<file path="config.mk">
export PLATFORM = sky130hd
export DESIGN_NAME = crc8wfc_out_buf
export DESIGN_NICKNAME = d
export VERILOG_FILES = /design/src/rtl/crc8wfc_pkg.sv /design/src/rtl/crc8wfc_out_buf.sv
export SDC_FILE = /design/constraint.sdc
export NUM_CORES = 1
export LEC_CHECK = 0
export ABC_AREA = 1
export BUFFER_PORTS_ARGS = -buffer_cell sky130_fd_sc_hd__clkbuf_2
export CORE_MARGIN = 2
export CORE_UTILIZATION = 25
export DETAILED_ROUTE_END_ITERATION = 12
export PLACE_DENSITY = 0.51
export SLEW_MARGIN = 20
export SYNTH_ARGS = -nofsm -noshare
export SYNTH_HDL_FRONTEND = slang
export SYNTH_SLANG_ARGS = --single-unit
</file>
<file path="constraint.sdc">
create_clock -name i_clk -period 2.3 [get_ports i_clk]
set_input_delay 0.115 -clock i_clk [delete_from_list [all_inputs] [get_ports i_clk]]
set_output_delay 0.115 -clock i_clk [all_outputs]
set_load 0.05 [all_outputs]
</file>
<file path="src/rtl/crc8wfc_pkg.sv">
package crc8wfc_pkg;

    localparam int unsigned MAX_WORDS = 16;
    localparam int unsigned IDX_W = 4;
    localparam logic [IDX_W-1:0] IDX_TOP =
        (MAX_WORDS - 1 > 15) ? IDX_W'(15) : IDX_W'(MAX_WORDS - 1);

    localparam logic [7:0] CRC_INIT = 8'hFF;
    localparam logic [7:0] CRC_POLY = 8'h31;

    typedef enum logic [1:0] {
        ST_OK         = 2'd0,
        ST_MISMATCH   = 2'd1,
        ST_DISCARDED  = 2'd2,
        ST_INCOMPLETE = 2'd3
    } t_status;

    typedef struct packed {
        logic [15:0]      word_value;
        logic [IDX_W-1:0] word_index;
        t_status          status;
        logic             last;
    } t_result;

    function automatic logic [7:0] crc8_step(input logic [7:0] crc, input logic [7:0] data);
        logic [7:0] c;
        c = crc ^ data;
        for (int i = 0; i < 8; i++) begin
            if (c[7]) begin
                c = {c[6:0], 1'b0} ^ CRC_POLY;
            end else begin
                c = {c[6:0], 1'b0};
            end
        end
        return c;
    endfunction

endpackage

</file>
<file path="src/rtl/crc8wfc_out_buf.sv">
module crc8wfc_out_buf
    import crc8wfc_pkg::*;
(
    input  logic    i_clk,
    input  logic    i_rst_n,
    input  logic    i_push,
    input  t_result i_data,
    output logic    o_room,
    output logic    o_valid,
    input  logic    i_ready,
    output t_result o_data
);

    logic    r_out_valid;
    logic    n_out_valid;
    t_result r_out;
    t_result n_out;
    logic    r_skid_valid;
    logic    n_skid_valid;
    t_result r_skid;
    t_result n_skid;
    logic    pop;

    assign pop     = r_out_valid && i_ready;
    assign o_room  = !r_skid_valid;
    assign o_valid = r_out_valid;
    assign o_data  = r_out;

    always_comb begin
        n_out_valid  = r_out_valid;
        n_out        = r_out;
        n_skid_valid = r_skid_valid;
        n_skid       = r_skid;
        if (r_skid_valid) begin
            if (pop) begin
                n_out        = r_skid;
                n_skid_valid = 1'b0;
            end
        end else if (i_push) begin
            if (!r_out_valid || pop) begin
                n_out       = i_data;
                n_out_valid = 1'b1;
            end else begin
                n_skid       = i_data;
                n_skid_valid = 1'b1;
            end
        end else if (pop) begin
            n_out_valid = 1'b0;
        end
    end

    always_ff @(posedge i_clk) begin
        if (!i_rst_n) begin
            r_out_valid  <= 1'b0;
            r_skid_valid <= 1'b0;
        end else begin
            r_out_valid  <= n_out_valid;
            r_skid_valid <= n_skid_valid;
        end
        r_out  <= n_out;
        r_skid <= n_skid;
    end

endmodule

</file>
==> Yosys cells after proc, flatten, opt, wreduce, memory -nomap -nowiden <==
Index checks and enable logic that the tools add are counted.
{ "classes": {"n_eq_ne": 2, "mux": 11, "n_bitwise": 2, "reduce_logical": 10} }
{ "op_table": {"columns": ["op", "n"], "rows": [
  ["$mux W23", 4],
  ["$reduce_and A3 Y1", 3],
  ["$mux W1", 7],
  ["$reduce_bool A2 Y1", 3],
  ["$ne A2 B1 Y1 const B", 2],
  ["$logic_not A1 Y1", 2],
  ["$not A1 Y1", 2],
  ["$logic_and A1 B1 Y1", 1],
  ["$logic_or A1 B1 Y1", 1]
]} }
{ "totals": {"reg_bits": 48, "inputBits": 27, "wordCells": 35} }

==> Depth between registers and ports, before layout <==
{ "logic_depth": {"word_depth": 5, "depth_mapped": 5} }

==> Least setup slack after synthesis <==
OpenSTA, ideal clock, no wires.
{ "synth_timing": {"path_kind": "register -> register", "startpoint": "register r_out_valid, in the netlist o_valid", "endpoint": "register r_skid[0] (netlist bit), enable pin", "arrival_ps": 2410, "required_ps": 1868, "setup_slack_ps": -542, "path_stages_with_launch": 3, "cell_sequence": "dfxtp_1 -> nand2_1 -> nor3_1"} }
{ "synth_between": {"elab_chain_len": 4, "word_cells_on_any_way": 5, "cone_classes": "bitwise: 1; reduce/logical: 4"} }
{ "synth_rtl": {"columns": ["element", "line_no", "rtl"], "rows": [
  ["from (decl)", "crc8wfc_out_buf.sv:14", "logic r_out_valid;"],
  ["from (signal assigned)", "crc8wfc_out_buf.sv:57", "r_out_valid <= n_out_valid;"],
  ["$logic_not A1 Y1 / $logic_and A1 B1 Y1 (equally long branches)", "crc8wfc_out_buf.sv:40, crc8wfc_out_buf.sv:24", null],
  ["$logic_or A1 B1 Y1 *", "crc8wfc_out_buf.sv:40", "if (!r_out_valid || pop) begin"],
  ["$not A1 Y1 (no source line) *", null, null],
  ["$reduce_and A3 Y1 (no source line) *", null, null],
  ["to (signal assigned)", "crc8wfc_out_buf.sv:61", "r_skid <= n_skid;"],
  ["to (decl)", "crc8wfc_out_buf.sv:20", "t_result r_skid;"]
]} }
Every way passes the cells marked *; elsewhere a longest branch is shown, timed or not.
A chain may end at the register's enable or synchronous reset.

==> Worst setup path after layout <==
{ "layout_timing": {"startpoint": "register r_skid_valid", "endpoint": "register r_out (netlist bit o_data[5]), enable pin"} }
{ "layout_between": {"elab_chain_len": 2, "word_cells_on_any_way": 4, "cone_classes": "eq/ne: 1; reduce/logical: 3"} }
{ "layout_rtl": {"columns": ["element", "line_no", "rtl"], "rows": [
  ["from (decl)", "crc8wfc_out_buf.sv:18", "logic r_skid_valid;"],
  ["from (signal assigned)", "crc8wfc_out_buf.sv:58", "r_skid_valid <= n_skid_valid;"],
  ["$ne A2 B1 Y1 (no source line) / $reduce_bool A2 Y1 (equally long branches)", null, null],
  ["$reduce_and A3 Y1 (no source line) *", null, null],
  ["to (signal assigned)", "crc8wfc_out_buf.sv:60", "r_out <= n_out;"],
  ["to (decl)", "crc8wfc_out_buf.sv:16", "t_result r_out;"]
]} }
Marks and branches as above.

==> results_dict.tcl <==
set metrics [dict create \
    die_w_um 89.6 \
    yosys_register_bits 48 \
    cts.clk_slew.worst_paths_ns 0.08 \
    tightest_slew_ns 0.305 \
    cts_resized 0 \
    grt_overflow 0 \
    port_buffers 51 \
    die_area_um2 8020 \
    avgSynthCellArea_um2 13.0 \
    hpwl_um 2250 \
    yosysSeqAreaShare 0.776 \
    cts_buffers 5 \
    via_per_inst 3.63 \
    syn-num-nets 168 \
    clock-sinks 48 \
    clk_path_buf_depth 2 \
    slowest_delay_ns 0.43 \
    htreeDepth 2 \
    final_nets 224 \
    critPathTopFamily "buffers and inverters" \
    drive_above_1_share 0.345 \
    clkLatencyLatePin_ns 0.29 \
    grtUsageTotal 0.0855 \
    hold_buffers 0 \
    critPathBufInv 2 \
    drt-wirelength-per-cell_um 10.9 \
    cts_tree "done" \
    slew_violations 0 \
    final_cell_mix "71 x nand2_1, 51 x clkbuf_2, 46 x edfxtp_1" \
    clock_skew_ns 0.00397 \
    fmax_mhz 666 \
    num_io_pins 52 \
    status "completed" \
    synth_area_um2 1830 \
    cpMaxStageDelayCell "dfxtp_1" \
    critPathKind "reg -> reg" \
    arrival_ns 1.53 \
    cp-end-kind "flip-flop" \
    vias 1075 \
    rows 31 \
    antenna_found_initial 0 \
    finalCritPeriodShare 0.653 \
    post_cts_buffers 0 \
    root_buffer "clkbuf_8" \
    routed_wl_um 3220 \
    antenna_cells 0 \
    die_h_um 89.6 \
    pre_cts_ws_ns 0.787 \
    final_common_cell "nand2_1" \
    relSlewSlack 0.796 \
    hp-class "in -> reg" \
    tns_ns 0 \
    cp.required_ns 2.32 \
    ant_nets 0 \
    coreArea_um2 7180 \
    maxCapViolCount 0 \
    ir_drop_uv 213 \
    drc 0 \
    power_density_nw_per_um2 786 \
    start_util 0.255 \
    hold_viol 0 \
    dr.pass1.iters 4 \
    grt_start_max_net_pins 27 \
    fin_ws_ns 0.799 \
    ys_types 12 \
    drt_iter0_markers 52 \
    gp_congestion 0.620 \
    area_growth_pct 23.9 \
    setup_viol 0 \
    grt_pass1_vias 1003 \
    cp-start-kind "flip-flop" \
    netlist_instances 141 \
    ff2ff_setup_slack_ns 0.80 \
    crit_path_cell_trace "buf_4 > nand2_1 > nand2_1 > nor2_2 > buf_4" \
    critPathMaxFanout 26 \
    rsz0062_at_grt "no" \
    finalCriticalPeriod_ns 1.50 \
    yosys_warnings 0 \
    grt_pass1_wl_um 4960 \
    power.leakage_nw 0.968 \
]
==> layout make-up <==
class,instances,area (µm²)
Sequential cell,48,1420
Clock buffer,6,72.6
Timing Repair Buffer,54,278
Fill cell,739,4910
Inverter,5,26.3
Multi-Input combinational cell,83,340
Tap cell,99,124
Clock inverter,1,5.00
==> worst reg2reg max path: cells and delay by family (launching register included) <==
kind	cells	cell delay [ns]
buffers and inverters	2	0.55
flip-flops	1	0.43
AND/OR/NAND/NOR	3	0.24
==> flip-flops by register name, indices dropped and copies added (netlist names) <==
register      flops
o_data           23
r_skid           23
o_valid           1
r_skid_valid      1
==> cells by family after synthesis <==
group	share of synthesized area
AO/OA/AOI/OAI	0.00273
flip-flops	0.776
AND/OR/NAND/NOR	0.176
buffers and inverters	0.0451
==> cells in the mapped netlist <==
master / number / area (µm²)
nand2_1: 71 / 267
edfxtp_1: 46 / 1380
nand2_2: 5 / 31.3
nor2_1: 5 / 18.8
inv_1: 4 / 15.0
buf_6: 3 / 33.8
dfxtp_1: 2 / 40.0
buf_4: 1 / 7.51
buf_8: 1 / 15.0
inv_8: 1 / 11.3
nor3_1: 1 / 5.00
o21ai_0: 1 / 5.00
==> report_power, final <==
part | switching (mW) | internal (mW)
Combinational | 0.227 | 0.0645
Clock | 0.246 | 0.207
Sequential | 0.0151 | 1.02
==> layer usage <==
metal  global-route usage  vias to the layer above  share of wire
li1                     -                      572              -
met5                    0                        -              0
met2                0.126                       33           0.47
met1                0.114                      465           0.46
met4               0.0285                        0          0.014
met3               0.0366                        5          0.057
==> path summary, 6_finish.rpt <==
check        cells past startpoint          from         end
max reg2reg                      5  r_skid_valid   o_data[5]
min                              1    i_data[17]  r_skid[17]
min reg2reg                      2    r_skid[12]  o_data[12]
max                              5  r_skid_valid   o_data[5]
==> per-stage QoR <==
step                hold WS, ns  cell area, µm²  cells   util  power (mW)
detailed placement        0.315            2190    289  0.305        1.35
floorplan                 0.214            1840    141      -        1.27
global route            0.00184            2270    296  0.316        1.87
finish                   0.0124            2270    296  0.316        1.78
global placement          0.317            2190    289  0.305        1.35
CTS                     0.00682            2270    296  0.316        1.81
(Power assumes the default switching activity.)
